<file path="config.mk">
export PLATFORM = sky130hd
export DESIGN_NAME = segmented_circular_sliding_max_core_flat
export DESIGN_NICKNAME = d
export VERILOG_FILES = /design/src/design/scsm_pkg.sv /design/src/design/scsm_sample_if.sv /design/src/design/scsm_result_if.sv /design/src/design/segmented_circular_sliding_max_core.sv /design/src/design/scsm_ram.sv /design/src/flat_wrapper.sv
export SDC_FILE = /design/constraint.sdc
export NUM_CORES = 2
export LEC_CHECK = 0
export ABC_AREA = 1
export BUFFER_PORTS_ARGS = -buffer_cell sky130_fd_sc_hd__buf_2
export CAP_MARGIN = 10
export CELL_PAD_IN_SITES_DETAIL_PLACEMENT = 1
export CELL_PAD_IN_SITES_GLOBAL_PLACEMENT = 1
export CORE_AREA = 2 2 445 447
export CTS_BUF_LIST = sky130_fd_sc_hd__clkbuf_8
export CTS_CLUSTER_DIAMETER = 200
export DETAILED_ROUTE_END_ITERATION = 8
export DIE_AREA = 0 0 447 449
export PLACE_DENSITY = 0.91
export SKIP_LAST_GASP = 1
export SLEW_MARGIN = 20
export SYNTH_ARGS = -nofsm -noshare
export SYNTH_HDL_FRONTEND = slang
export SYNTH_HIERARCHICAL = 1
export SYNTH_SLANG_ARGS = --single-unit
</file>
<file path="constraint.sdc">
create_clock -name clk -period 5.5 [get_ports clk]
set_input_delay 0.275 -clock clk [delete_from_list [all_inputs] [get_ports clk]]
set_output_delay 0.275 -clock clk [all_outputs]
set_load 0.01 [all_outputs]
</file>
<file path="src/design/scsm_pkg.sv">
// Shared types and constants for the segmented circular sliding-max block.
// No dependencies; used by the core and its interfaces' users.
package scsm_pkg;

    // Configuration port layout
    localparam int CFG_IDX_W  = 1;
    localparam int CFG_DATA_W = 16;
    localparam int CFG_R_W    = 6;
    localparam int CFG_K_W    = 16;

    // Register indexes
    localparam logic [CFG_IDX_W-1:0] CFG_WINDOW_LEN          = 1'd0;
    localparam logic [CFG_IDX_W-1:0] CFG_WINDOWS_PER_SEGMENT = 1'd1;

    // Sequencer states
    typedef enum logic [1:0] {
        ST_IDLE,
        ST_SCAN,
        ST_EMIT,
        ST_FILL
    } state_t;

endpackage

</file>
<file path="src/design/scsm_sample_if.sv">
// Input channel: one series sample and its end-of-series flag per item.
// Standalone; no package dependency.
interface scsm_sample_if #(parameter int SAMPLE_BITS = 32);
    logic                          valid;
    logic                          ready;
    logic signed [SAMPLE_BITS-1:0] sample;
    logic                          series_end;

    modport source (output valid, output sample, output series_end, input ready);
    modport sink   (input valid, input sample, input series_end, output ready);
endinterface

</file>
<file path="src/design/scsm_result_if.sv">
// Output channel: one window maximum and its last-of-run flag per item.
// Standalone; no package dependency.
interface scsm_result_if #(parameter int SAMPLE_BITS = 32);
    logic                          valid;
    logic                          ready;
    logic signed [SAMPLE_BITS-1:0] window_max;
    logic                          run_last;

    modport source (output valid, output window_max, output run_last, input ready);
    modport sink   (input valid, input window_max, input run_last, output ready);
endinterface

</file>
<file path="src/design/segmented_circular_sliding_max_core.sv">
// Top level of the segmented circular sliding-max block.
// Uses scsm_pkg, scsm_sample_if, scsm_result_if and scsm_ram.
//
//  channel   | dir | handshake       | payload
//  ----------+-----+-----------------+-------------------------------
//  samples   | in  | valid/ready     | sample, series_end
//  results   | out | valid/ready     | window_max, run_last
//  cfg       | in  | cfg_we (no wait)| cfg_index, cfg_wdata
//
// An item that completes no window leaves the sequencer idle; one that completes
// a window has it scanned and its result emitted; one that ends a segment has
// r windows scanned and emitted in turn: one shared compare unit walks the r
// samples of each window, one RAM read per cycle. A short final segment of n
// samples gives n results. Output stalls hold the sequencer in its emit/fill state.
// Reset is asynchronous; the sample RAMs need no clearing.
module segmented_circular_sliding_max_core #(
    parameter int MAX_WINDOW  = 32,
    parameter int SAMPLE_BITS = 32
) (
    input  logic                             clk,
    input  logic                             rst_n,
    input  logic                             cfg_we,
    input  logic [scsm_pkg::CFG_IDX_W-1:0]   cfg_index,
    input  logic [scsm_pkg::CFG_DATA_W-1:0]  cfg_wdata,
    scsm_sample_if.sink                      samples,
    scsm_result_if.source                    results
);

    localparam int AW    = (MAX_WINDOW > 1) ? $clog2(MAX_WINDOW) : 1;
    localparam int RW    = $clog2(MAX_WINDOW + 1);
    localparam int EW    = RW + 1;
    localparam int KW    = scsm_pkg::CFG_K_W;
    localparam int SEG_W = scsm_pkg::CFG_K_W + RW;
    localparam int SB    = SAMPLE_BITS;

    // Control state
    scsm_pkg::state_t              state_reg, state_next;
    logic [RW-1:0]                 r_reg, r_next;
    logic [scsm_pkg::CFG_K_W-1:0]  k_reg, k_next;
    logic [SEG_W-1:0]              seglen_reg, seglen_next;
    logic [SEG_W-1:0]              seg_pos_reg, seg_pos_next;
    logic [AW-1:0]                 wp_reg, wp_next;
    logic [AW-1:0]                 base_reg, base_next;
    logic [RW-1:0]                 t_reg, t_next;
    logic [RW-1:0]                 n_reg, n_next;
    logic [RW-1:0]                 j_reg, j_next;
    logic [EW-1:0]                 e_reg, e_next;
    logic                          rd_vld_reg, rd_vld_next;
    logic                          rd_head_reg, rd_head_next;
    logic                          rd_first_reg, rd_first_next;
    logic                          rd_end_reg, rd_end_next;
    logic                          out_valid_reg, out_valid_next;

    // Payload
    logic signed [SB-1:0]          running_max_reg, running_max_next;
    logic signed [SB-1:0]          acc_reg, acc_next;
    logic signed [SB-1:0]          out_max_reg, out_max_next;
    logic                          out_last_reg, out_last_next;

    // Handshake and accept decode
    logic                          accept;
    logic                          out_free;
    logic                          out_load;
    logic [SEG_W-1:0]              count;
    logic                          short_run;
    logic                          run_fill;
    logic                          run_full;
    logic                          run_one;
    logic                          last_result;

    // Config decode
    logic [scsm_pkg::CFG_R_W-1:0]  cfg_wl;
    logic [RW-1:0]                 cfg_r_eff;
    logic [scsm_pkg::CFG_K_W-1:0]  cfg_k_eff;

    // RAM ports
    logic                          issue;
    logic [EW:0]                   store_sum;
    logic [AW-1:0]                 store_raddr;
    logic [AW-1:0]                 head_raddr;
    logic [SB-1:0]                 store_rdata;
    logic [SB-1:0]                 head_rdata;
    logic signed [SB-1:0]          rd_val;

    assign accept   = samples.valid && samples.ready;
    assign out_free = !out_valid_reg || results.ready;

    assign samples.ready      = (state_reg == scsm_pkg::ST_IDLE);
    assign results.valid      = out_valid_reg;
    assign results.window_max = out_max_reg;
    assign results.run_last   = out_last_reg;

    // What the accepted sample completes
    assign count       = seg_pos_reg + SEG_W'(1);
    assign short_run   = count < SEG_W'(r_reg);
    assign run_fill    = samples.series_end && short_run;
    assign run_full    = !run_fill && (samples.series_end || count >= seglen_reg);
    assign run_one     = !run_fill && !run_full && !short_run;
    assign last_result = (t_reg == n_reg - RW'(1));

    // Effective register values from the write data
    always_comb
    begin
        cfg_wl = cfg_wdata[scsm_pkg::CFG_R_W-1:0];
        if (cfg_wl == '0)
        begin
            cfg_r_eff = RW'(1);
        end
        else if (int'(cfg_wl) > MAX_WINDOW)
        begin
            cfg_r_eff = RW'(MAX_WINDOW);
        end
        else
        begin
            cfg_r_eff = RW'(cfg_wl);
        end
        cfg_k_eff = (cfg_wdata[scsm_pkg::CFG_K_W-1:0] == '0)
                    ? KW'(1) : cfg_wdata[scsm_pkg::CFG_K_W-1:0];
    end

    // Scan addressing: element e of the window is store[base+e] below r, head[e-r] from r up
    assign issue       = (state_reg == scsm_pkg::ST_SCAN) && (j_reg < r_reg);
    always_comb
    begin
        store_sum = (EW+1)'(base_reg) + (EW+1)'(e_reg);
        if (store_sum >= (EW+1)'(MAX_WINDOW))
        begin
            store_sum = store_sum - (EW+1)'(MAX_WINDOW);
        end
        store_raddr = AW'(store_sum);
        head_raddr  = (e_reg >= EW'(r_reg)) ? AW'(e_reg - EW'(r_reg)) : '0;
    end

    scsm_ram #(
        .WIDTH (SB),
        .DEPTH (MAX_WINDOW)
    ) u_store (
        .clk   (clk),
        .we    (accept),
        .waddr (wp_reg),
        .wdata (samples.sample),
        .raddr (store_raddr),
        .rdata (store_rdata)
    );

    scsm_ram #(
        .WIDTH (SB),
        .DEPTH (MAX_WINDOW)
    ) u_head (
        .clk   (clk),
        .we    (accept && short_run),
        .waddr (seg_pos_reg[AW-1:0]),
        .wdata (samples.sample),
        .raddr (head_raddr),
        .rdata (head_rdata)
    );

    assign rd_val = rd_head_reg ? $signed(head_rdata) : $signed(store_rdata);

    // Next state
    always_comb
    begin
        state_next = state_reg;
        case (state_reg)
            scsm_pkg::ST_IDLE:
            begin
                if (accept)
                begin
                    if (run_fill)
                    begin
                        state_next = scsm_pkg::ST_FILL;
                    end
                    else if (run_full || run_one)
                    begin
                        state_next = scsm_pkg::ST_SCAN;
                    end
                end
            end
            scsm_pkg::ST_SCAN:
            begin
                if (rd_vld_reg && rd_end_reg)
                begin
                    state_next = scsm_pkg::ST_EMIT;
                end
            end
            scsm_pkg::ST_EMIT:
            begin
                if (out_free)
                begin
                    state_next = last_result ? scsm_pkg::ST_IDLE : scsm_pkg::ST_SCAN;
                end
            end
            scsm_pkg::ST_FILL:
            begin
                if (out_free && last_result)
                begin
                    state_next = scsm_pkg::ST_IDLE;
                end
            end
            default:
            begin
                state_next = scsm_pkg::ST_IDLE;
            end
        endcase
    end

    // Configuration, segment tracking and write pointer
    always_comb
    begin
        r_next           = r_reg;
        k_next           = k_reg;
        seglen_next      = seglen_reg;
        seg_pos_next     = seg_pos_reg;
        wp_next          = wp_reg;
        base_next        = base_reg;
        running_max_next = running_max_reg;
        if (cfg_we)
        begin
            case (cfg_index)
                scsm_pkg::CFG_WINDOW_LEN:
                begin
                    r_next       = cfg_r_eff;
                    seglen_next  = SEG_W'(cfg_r_eff) * SEG_W'(k_reg);
                    seg_pos_next = '0;
                end
                scsm_pkg::CFG_WINDOWS_PER_SEGMENT:
                begin
                    k_next       = cfg_k_eff;
                    seglen_next  = SEG_W'(r_reg) * SEG_W'(cfg_k_eff);
                    seg_pos_next = '0;
                end
                default:
                begin
                    r_next = r_reg;
                end
            endcase
        end
        else if (accept)
        begin
            wp_next = (wp_reg == AW'(MAX_WINDOW - 1)) ? '0 : wp_reg + AW'(1);
            // oldest sample of the window that ends at this one
            if ((AW+1)'(wp_reg) >= (AW+1)'(r_reg - RW'(1)))
            begin
                base_next = AW'((AW+1)'(wp_reg) - (AW+1)'(r_reg - RW'(1)));
            end
            else
            begin
                base_next = AW'((AW+1)'(wp_reg) + (AW+1)'(MAX_WINDOW)
                                - (AW+1)'(r_reg - RW'(1)));
            end
            if ((seg_pos_reg == '0) || (samples.sample > running_max_reg))
            begin
                running_max_next = samples.sample;
            end
            seg_pos_next = (samples.series_end || count >= seglen_reg) ? '0 : count;
        end
    end

    // Sequencer counters, compare unit and output register
    always_comb
    begin
        t_next         = t_reg;
        n_next         = n_reg;
        j_next         = j_reg;
        e_next         = e_reg;
        acc_next       = acc_reg;
        out_load       = 1'b0;
        out_max_next   = out_max_reg;
        out_last_next  = out_last_reg;
        rd_vld_next    = issue;
        rd_head_next   = e_reg >= EW'(r_reg);
        rd_first_next  = (j_reg == '0);
        rd_end_next    = (j_reg == r_reg - RW'(1));

        case (state_reg)
            scsm_pkg::ST_IDLE:
            begin
                if (accept)
                begin
                    t_next = '0;
                    j_next = '0;
                    e_next = '0;
                    if (run_fill)
                    begin
                        n_next = RW'(count);
                    end
                    else if (run_full)
                    begin
                        n_next = r_reg;
                    end
                    else
                    begin
                        n_next = RW'(1);
                    end
                end
            end
            scsm_pkg::ST_SCAN:
            begin
                if (issue)
                begin
                    j_next = j_reg + RW'(1);
                    e_next = e_reg + EW'(1);
                end
                // shared compare unit
                if (rd_vld_reg && (rd_first_reg || (rd_val > acc_reg)))
                begin
                    acc_next = rd_val;
                end
            end
            scsm_pkg::ST_EMIT:
            begin
                if (out_free)
                begin
                    out_load      = 1'b1;
                    out_max_next  = acc_reg;
                    out_last_next = last_result;
                    t_next        = t_reg + RW'(1);
                    j_next        = '0;
                    e_next        = EW'(t_reg) + EW'(1);
                end
            end
            scsm_pkg::ST_FILL:
            begin
                if (out_free)
                begin
                    out_load      = 1'b1;
                    out_max_next  = running_max_reg;
                    out_last_next = last_result;
                    t_next        = t_reg + RW'(1);
                end
            end
            default:
            begin
                t_next = '0;
            end
        endcase

        if (out_load)
        begin
            out_valid_next = 1'b1;
        end
        else if (results.ready)
        begin
            out_valid_next = 1'b0;
        end
        else
        begin
            out_valid_next = out_valid_reg;
        end
    end

    // Control registers
    always_ff @(posedge clk or negedge rst_n)
    begin
        if (!rst_n)
        begin
            state_reg     <= scsm_pkg::ST_IDLE;
            r_reg         <= RW'(1);
            k_reg         <= KW'(1);
            seglen_reg    <= SEG_W'(1);
            seg_pos_reg   <= '0;
            wp_reg        <= '0;
            base_reg      <= '0;
            t_reg         <= '0;
            n_reg         <= '0;
            j_reg         <= '0;
            e_reg         <= '0;
            rd_vld_reg    <= 1'b0;
            rd_head_reg   <= 1'b0;
            rd_first_reg  <= 1'b0;
            rd_end_reg    <= 1'b0;
            out_valid_reg <= 1'b0;
        end
        else
        begin
            state_reg     <= state_next;
            r_reg         <= r_next;
            k_reg         <= k_next;
            seglen_reg    <= seglen_next;
            seg_pos_reg   <= seg_pos_next;
            wp_reg        <= wp_next;
            base_reg      <= base_next;
            t_reg         <= t_next;
            n_reg         <= n_next;
            j_reg         <= j_next;
            e_reg         <= e_next;
            rd_vld_reg    <= rd_vld_next;
            rd_head_reg   <= rd_head_next;
            rd_first_reg  <= rd_first_next;
            rd_end_reg    <= rd_end_next;
            out_valid_reg <= out_valid_next;
        end
    end

    // Payload registers
    always_ff @(posedge clk)
    begin
        running_max_reg <= running_max_next;
        acc_reg         <= acc_next;
        out_max_reg     <= out_max_next;
        out_last_reg    <= out_last_next;
    end

`ifndef SYNTHESIS
    // read data only comes back while a window is being scanned
    assert property (@(posedge clk) disable iff (!rst_n)
        rd_vld_reg |-> (state_reg == scsm_pkg::ST_SCAN))
        else $error("scan read data outside of scan");

    // the result counter never passes the run length
    assert property (@(posedge clk) disable iff (!rst_n)
        ((state_reg == scsm_pkg::ST_EMIT) || (state_reg == scsm_pkg::ST_FILL))
        |-> (t_reg < n_reg))
        else $error("result index beyond run length");

    // a short final segment is shorter than one window
    assert property (@(posedge clk) disable iff (!rst_n)
        (state_reg == scsm_pkg::ST_FILL) |-> ((n_reg != '0) && (n_reg < r_reg)))
        else $error("fill run length out of range");

    // the end of the series always restarts the segment
    assert property (@(posedge clk) disable iff (!rst_n)
        (accept && samples.series_end) |=> (seg_pos_reg == '0))
        else $error("segment position not cleared at series end");

    // a new item is taken only after the last result of the previous one is queued
    assert property (@(posedge clk) disable iff (!rst_n)
        (out_load && out_last_reg == 1'b0 && out_last_next) |=>
        (state_reg == scsm_pkg::ST_IDLE))
        else $error("sequencer not idle after last result");
`endif

endmodule

</file>
<file path="src/design/scsm_ram.sv">
// Generic single-write, single-read RAM with registered read data.
// No dependencies.
module scsm_ram #(
    parameter int WIDTH  = 32,
    parameter int DEPTH  = 32,
    parameter int ADDR_W = (DEPTH > 1) ? $clog2(DEPTH) : 1
) (
    input  logic              clk,
    input  logic              we,
    input  logic [ADDR_W-1:0] waddr,
    input  logic [WIDTH-1:0]  wdata,
    input  logic [ADDR_W-1:0] raddr,
    output logic [WIDTH-1:0]  rdata
);

    logic [WIDTH-1:0] mem [DEPTH];

    always_ff @(posedge clk)
    begin
        if (we)
        begin
            mem[waddr] <= wdata;
        end
        rdata <= mem[raddr];
    end

endmodule
</file>
<file path="src/flat_wrapper.sv">
// flat-port wrapper written by rule: the top's interface ports become plain ports
module segmented_circular_sliding_max_core_flat 
#(
    parameter int MAX_WINDOW  = 32,
    parameter int SAMPLE_BITS = 32
)
  (clk, rst_n, cfg_we, cfg_index, cfg_wdata, samples_valid, samples_sample, samples_series_end, samples_ready, results_valid, results_window_max, results_run_last, results_ready);
  scsm_sample_if #(.SAMPLE_BITS(SAMPLE_BITS)) samples_i ();
  scsm_result_if #(.SAMPLE_BITS(SAMPLE_BITS)) results_i ();
  input  logic clk;
  input  logic rst_n;
  input  logic cfg_we;
  input  logic [scsm_pkg::CFG_IDX_W-1:0] cfg_index;
  input  logic [scsm_pkg::CFG_DATA_W-1:0] cfg_wdata;
  input wire logic [$bits(samples_i.valid)-1:0] samples_valid;
  input wire logic [$bits(samples_i.sample)-1:0] samples_sample;
  input wire logic [$bits(samples_i.series_end)-1:0] samples_series_end;
  output wire logic [$bits(samples_i.ready)-1:0] samples_ready;
  output wire logic [$bits(results_i.valid)-1:0] results_valid;
  output wire logic [$bits(results_i.window_max)-1:0] results_window_max;
  output wire logic [$bits(results_i.run_last)-1:0] results_run_last;
  input wire logic [$bits(results_i.ready)-1:0] results_ready;
  assign samples_i.valid = samples_valid;
  assign samples_i.sample = samples_sample;
  assign samples_i.series_end = samples_series_end;
  assign samples_ready = samples_i.ready;
  assign results_valid = results_i.valid;
  assign results_window_max = results_i.window_max;
  assign results_run_last = results_i.run_last;
  assign results_i.ready = results_ready;
  segmented_circular_sliding_max_core #(.MAX_WINDOW(MAX_WINDOW), .SAMPLE_BITS(SAMPLE_BITS)) u_core (.clk(clk), .rst_n(rst_n), .cfg_we(cfg_we), .cfg_index(cfg_index), .cfg_wdata(cfg_wdata), .samples(samples_i), .results(results_i));
endmodule
</file>
### Yosys cells after proc, flatten, opt, wreduce, memory -nomap -nowiden

Memories as Yosys holds them, arrays and structs flattened. A register that Yosys moved wholly into a read port is not among the register bits.
Index checks and enable logic that the tools add are counted.

| word-level totals | value |
|---|---|
| ROM bits | 0 |
| input port bits | 55 |
| bits in writable memories | 2048 |
| bits in latches | 0 |
| bits in registers | 205 |
| memories kept | 2 |
| output and inout port bits | 35 |

| cells by class | value |
|---|---|
| bitwise gates (word level) | 2 |
| magnitude comparators | 9 |
| divide/modulo/power cells | 0 |
| mux-type cells | 43 |
| eq/ne operators | 14 |
| multipliers | 2 |
| add/subtract/negate cells | 14 |
| reduce and logical (&&, ||, !) cells | 41 |
| shift operators | 0 |

Memory list:

| memory | words | bits a word | read ports | clocked after memory_dff | wr ports | line | RTL |
|---|---|---|---|---|---|---|---|
| u_core.u_head.mem | 32 | 32 | 1 | 1 | 1 | scsm_ram.sv:16 | `logic [WIDTH-1:0] mem [DEPTH];` |
| u_core.u_store.mem | 32 | 32 | 1 | 1 | 1 | scsm_ram.sv:16 |  |

Operators with widths:

| kind | number |
|---|---|
| 32-bit 2-to-1 mux | 3 |
| 22-bit 2-to-1 mux | 3 |
| 32-bit > comparator | 2 |
| 32-bit one-hot mux with 2 select lines | 1 |
| 6-bit 2-to-1 mux | 8 |
| 6-bit by 16-bit multiplier with 22-bit output | 2 |
| 22-bit one-hot mux with 2 select lines | 1 |
| 22-bit by 1-bit adder with 22-bit output (second input constant) | 1 |
| 22-bit >= comparator | 1 |
| 22-bit zero test | 1 |
| 22-bit by 6-bit less-than comparator with 1-bit output | 1 |
| 7-bit 2-to-1 mux | 3 |
| 7-bit one-hot mux with 3 select lines | 1 |
| 5-bit 2-to-1 mux | 4 |
| 6-bit one-hot mux with 3 select lines | 1 |
| 16-bit zero test | 1 |
| 16-bit 2-to-1 mux | 1 |
| 5-bit subtractor | 3 |
| 6-bit by 1-bit adder with 6-bit output (second input constant) | 2 |
| 6-bit == test | 2 |
| 6-bit zero test | 2 |
| 2-bit 2-to-1 mux | 6 |
| 6-bit one-hot mux with 2 select lines | 1 |
| 2-bit AND reduction | 6 |
| other kinds (30) | 68 |

### Depth between registers and ports, before layout

| logic depth | value |
|---|---|
| depth after elaboration | 13 |
| mapped depth | 26 |

### Hierarchy

Netlist, hierarchy kept.

By module, submodules not included:

| module | sequential area each (sq um) | instances | area an instance (sq um) | cells an instance |
|---|---|---|---|---|
| scsm_ram | 31390.1 | 2 | 42405.7 | 3536 |
| segmented_circular_sliding_max_core | 5619.1 | 1 | 18615.4 | 2368 |

### Worst setup path after synthesis

OpenSTA, ideal clock, no wires.

| path | value |
|---|---|
| kind | flip-flop to flip-flop |
| start point | register u_core.seg_pos_reg[0] |
| end point | memory u_core.u_head.mem[31][0] (enable) |
| cell stages (with the launch flop) | 21 |
| path slack | 1.041 ns |
| arrival time | 4.038 ns |
| setup time | 0.421 ns |
| buffers on the path | 0 |
| cell sequence | dfrtp_1 > ha_1 > nand2_1 > nor2_2 > inv_1 > nand2_1 > inv_1 > ha_1 > nand2_1 > inv_1 > nand2_1 > nand2_1 > a21oi_1 > nand2_1 > nor2_1 > nand3_1 > nor2_2 > nand2_4 > nor2_1 > nand3_1 > nor2_1 |

| on the way | value |
|---|---|
| longest elaborated chain between the ends | 5 |

Ends and longest elaborated chain:

| what | line | RTL |
|---|---|---|
| start, declared | segmented_circular_sliding_max_core.sv:41 | `logic [SEG_W-1:0] seg_pos_reg, seg_pos_next;` |
| start signal, assigned | segmented_circular_sliding_max_core.sv:380 | `seg_pos_reg <= seg_pos_next;` |
| 22-bit by 1-bit adder with 22-bit output | segmented_circular_sliding_max_core.sv:94 | `assign count = seg_pos_reg + SEG_W'(1);` |
| 22-bit by 6-bit less-than comparator with 1-bit output | segmented_circular_sliding_max_core.sv:95 | `assign short_run = count < SEG_W'(r_reg);` |
| 1-bit logical AND | segmented_circular_sliding_max_core.sv:151 | `.we (accept && short_run),` |
| 1-bit 2-to-1 mux | scsm_ram.sv:20 | `if (we)` |
| 1-bit 2-to-1 mux (implied by the code) | scsm_ram.sv:22 | `mem[waddr] <= wdata;` |
| end, declared | scsm_ram.sv:16 |  |

Parallel ways exist; a longest one is shown, timed or not.

### Worst setup path in the final report

| path | value |
|---|---|
| start point | register u_core.r_reg[3] |
| end point | register u_core.u_head.rdata[9] (read register of u_core.u_head.mem) |

| on the way | value |
|---|---|
| longest elaborated chain between the ends | 2 |

Ends and longest elaborated chain:

| what | line | RTL |
|---|---|---|
| start, declared | segmented_circular_sliding_max_core.sv:38 | `logic [RW-1:0] r_reg, r_next;` |
| start signal, assigned | segmented_circular_sliding_max_core.sv:377 | `r_reg <= r_next;` |
| 7-bit by 6-bit >= comparator with 1-bit output | n/a |  |
| net u_core.rd_head_next | segmented_circular_sliding_max_core.sv:49 | `logic rd_head_reg, rd_head_next;` |
| 5-bit 2-to-1 mux | segmented_circular_sliding_max_core.sv:131 | `head_raddr = (e_reg >= EW'(r_reg)) ? AW'(e_reg - EW'(r_reg)) : '0;` |
| net u_core.head_raddr[0] | segmented_circular_sliding_max_core.sv:80 | `logic [AW-1:0] head_raddr;` |
| end, declared | scsm_ram.sv:13 | `output logic [WIDTH-1:0] rdata` |

The timed path passes the listed nets, and every way through them passes these cells.
A chain may end at the register's enable or synchronous reset.

==> impl_results.md <==
- Vias in the first global route: 89,000
- Max-slew violations: 0
- TritonRoute pass-1 iters: 9
- Wirelength per Cell: 33.2 um
- Power Dens Cells: 601 nW/um2
- Crit Path Class: reg -> reg
- R2R depth: 18
- Die area: 201,000 um2
- RR Startpoint: u_core/r_reg[3]
- Cell variety after synth: 56
- Hold path cells: 2
- RSZ-0062 raised after global routing: no
- Vias per cell: 6.66
- Port Buffers: 89
- Most frequent cells in the layout: nand2_1 (3,387), edfxtp_1 (2,145), nand3_1 (1,642)
- Starting density of the core: 0.527
- Final critical-path share of the clock period: 0.976
- Post-Synthesis Cells: 9,440
- Type of the tightest min-delay check: in -> reg
- Final Hold Viols: 0
- Final Wtd Congestion: 0.899
- Clock slew at reported path FFs: roughly 80 ps
- Top Registers: u_core/u_head/mem (1024), u_core/u_store/mem (1024)
- I/O pin total: 90
- Clock skew: 111 ps
- Min-delay src: samples_sample[0]
- Required @ worst endpoint: approximately 6500 ps
- Syn Nets: 9,797
- Post-synthesis sequential area ratio: 0.661
- Clock buffer depth: 4
- Status: complete, no violations
- Final Core Density: 0.583
- Std cell rows: 163
- Worst vdd ir: 972 uV
- EDFF count, synth: 2,145
- Post-synthesis register bit count: 2,317
- Critical Path Start Type: register
- Leakage: 45.3 nW
- Clk_lat worst skew: around 1200 ps
- Die Width: 447 um
- Worst Tran Pin Value: 1290 ps
- Overflow after GRT: 0
- Filler cell count: 20,500
- Hold Path End: u_core/u_store/mem[26][0]
- Die Span Y: 449 um
- Fin nets: 10,000
- Syn_area_per_cell: 11.0 um2
- Post-cts resize count: 0
- Data arrival, critical path: 6400 ps
- Post-synth top flop: edfxtp_1
- CTS tree: yes
- Routed via count: 84,000
- Initial antenna violation count: 45
- CP max FO: 182
- Final wirelength: 420,000 um
- Max-cap violations: 0
- Relative slew slack: 0.131
- Fmax: between 0.15 and 0.2 GHz
- Syn. warnings: 6
- Critical R2R Capture: u_core/u_head/rdata[9]
- Iteration-0 DRC Markers: 14,200
- Flop2flop setup slack: between 100 and 150 ps
- Most common cell after layout, fill and taps aside: nand2_1
- # setup viols final: 0
- Core ar.: 196,000 um2
- Clk root buf: clkbuf_8
- Drc violations: 0
- Htree depth: 5
- Detailed placement HPWL: ~220,000 um
- Area Overhead vs Synth: 10.6%
- Async SR Flop Fraction: 0.0466
- Clock sink count: between 2,000 and 2,500
- Pin count of the biggest net entering global routing: 270
- Detail Route Antenna Nets: 0
- Crit end category: register
- Total track usage: 0.414
- Synthesized area: around 100,000 um2
- CTS buffer count: 383
- Setup TNS: 0 ps
- Layout cells sized above 1: 0.0935
- First-pass GRT wire length: just over 600,000 um
- Minimum clock period after layout: 5370 ps
[report_power, final]
| part | total [W] | switching [W] | internal [W] |
|---|---|---|---|
| registers | 0.0212 | 0.000759 | 0.0204 |
| clock network | 0.0154 | 0.00795 | 0.00748 |
| logic | 0.0321 | 0.0247 | 0.00747 |
| total | 0.0687 | 0.0334 | 0.0354 |
[metal layers]
metal  track usage  vias up  wire (um)
met5       0.00120        -        360
met4         0.352       28      45100
met3         0.139     2858      53500
met2         0.634     7836     189000
met1         0.467    40600     132000
li1              -    32700          -
[worst max-delay path, cell delays in order, from the launching register on]
cell and delay [ps]:
dfrtp_1 780, inv_1 410, ha_1 460, nand4_1 120, a31oi_1 180, o21ai_0 90
nand2_1 190, nand2_1 190, inv_8 430, inv_16 270, buf_12 470, nand2_1 130
nand3_1 160, nand3_1 180, nand2_1 290, nand2_1 210, nand2_1 100, nand2_1 80
nand2_1 60
[cell families (layout without fill, tap and decap cells)]
logic type / Yosys count / count (layout) / share of synthesized area
other: 0 / 21 / 0
adder cells (fa/ha/maj): 302 / 302 / 0.0450
XOR/XNOR: 37 / 37 / 0.00321
multiplexers: 32 / 32 / 0.00348
flip-flops: 2317 / 2317 / 0.661
AND/OR/NAND/NOR: 5393 / 5393 / 0.218
AO/OA/AOI/OAI: 323 / 323 / 0.0169
buffers and inverters: 1036 / 1556 / 0.0518
[layout make-up]
type	instances	area [um2]	area share
clock inverter	250	1370	0.0120
antenna	21	52.6	0.000459
timing repair buffer	356	3250	0.0284
clock buffer	412	5670	0.0496
inverter	538	2100	0.0184
tap	2640	3300	0.0289
multi-input combinational	6087	30300	0.265
sequential	2317	68400	0.598
[cells in the mapped netlist, types with 7 or more instances]
library cell | number | area, um2
o22ai_1 | 19 | 119
ha_1 | 186 | 2330
mux2_2 | 32 | 360
or2_2 | 7 | 43.8
nor2_1 | 268 | 1010
inv_1 | 529 | 1990
xnor2_1 | 14 | 123
o21bai_1 | 7 | 52.6
nor4_1 | 8 | 50.1
o211ai_1 | 7 | 52.6
edfxtp_1 | 2145 | 64400
fa_1 | 116 | 2320
clkbuf_1 | 93 | 349
buf_4 | 49 | 368
buf_1 | 46 | 173
nand4_1 | 38 | 238
nor2_2 | 7 | 43.8
a21oi_1 | 115 | 576
xor2_1 | 22 | 193
nand3_1 | 1642 | 8220
dfxtp_1 | 64 | 1280
buf_6 | 132 | 1490
nor3_1 | 16 | 80.1
a31oi_1 | 13 | 81.3
nand2_1 | 3387 | 12700
dfrtp_1 | 105 | 2630
o21ai_0 | 140 | 701
buf_2 | 167 | 836
[worst max path at each step]
stage | slack [ps] | cells after the start | to | startpoint
floorplan | 1040 | 20 | u_core/u_head/mem[31][0] | u_core/seg_pos_reg[0]
global placement | 500 | 27 | u_core/seglen_reg[18] | cfg_wdata[2]
detailed placement | 370 | 25 | u_core/seglen_reg[20] | cfg_wdata[2]
CTS | 440 | 18 | u_core/seglen_reg[17] | u_core/r_reg[1]
global route | 20 | 18 | u_core/seglen_reg[17] | u_core/r_reg[1]
finish | 130 | 18 | u_core/u_head/rdata[9] | u_core/r_reg[3]
[through the flow]
stage | area, um2 | total power [W] | setup WS, ps | hold slack, ps | cells
finish | 114000 | 0.0687 | 134 | 62.0 | 12600
global route | 114000 | 0.0700 | 21.8 | 24.7 | 12600
global placement | 107000 | 0.0474 | 498 | 442 | 11900
CTS | 114000 | 0.0659 | 437 | 8.52 | 12600
detailed placement | 107000 | 0.0496 | 372 | 447 | 11900
floorplan | 103000 | 0.0397 | 1040 | -20.6 | 9440
[repair_timing]
action / CTS / global route
hold buffers: 55 / 0
buffers inserted: 0 / 0
hold endpoints to repair: 1228 / 0
Note: power is estimated with default switching activity, not from simulation.
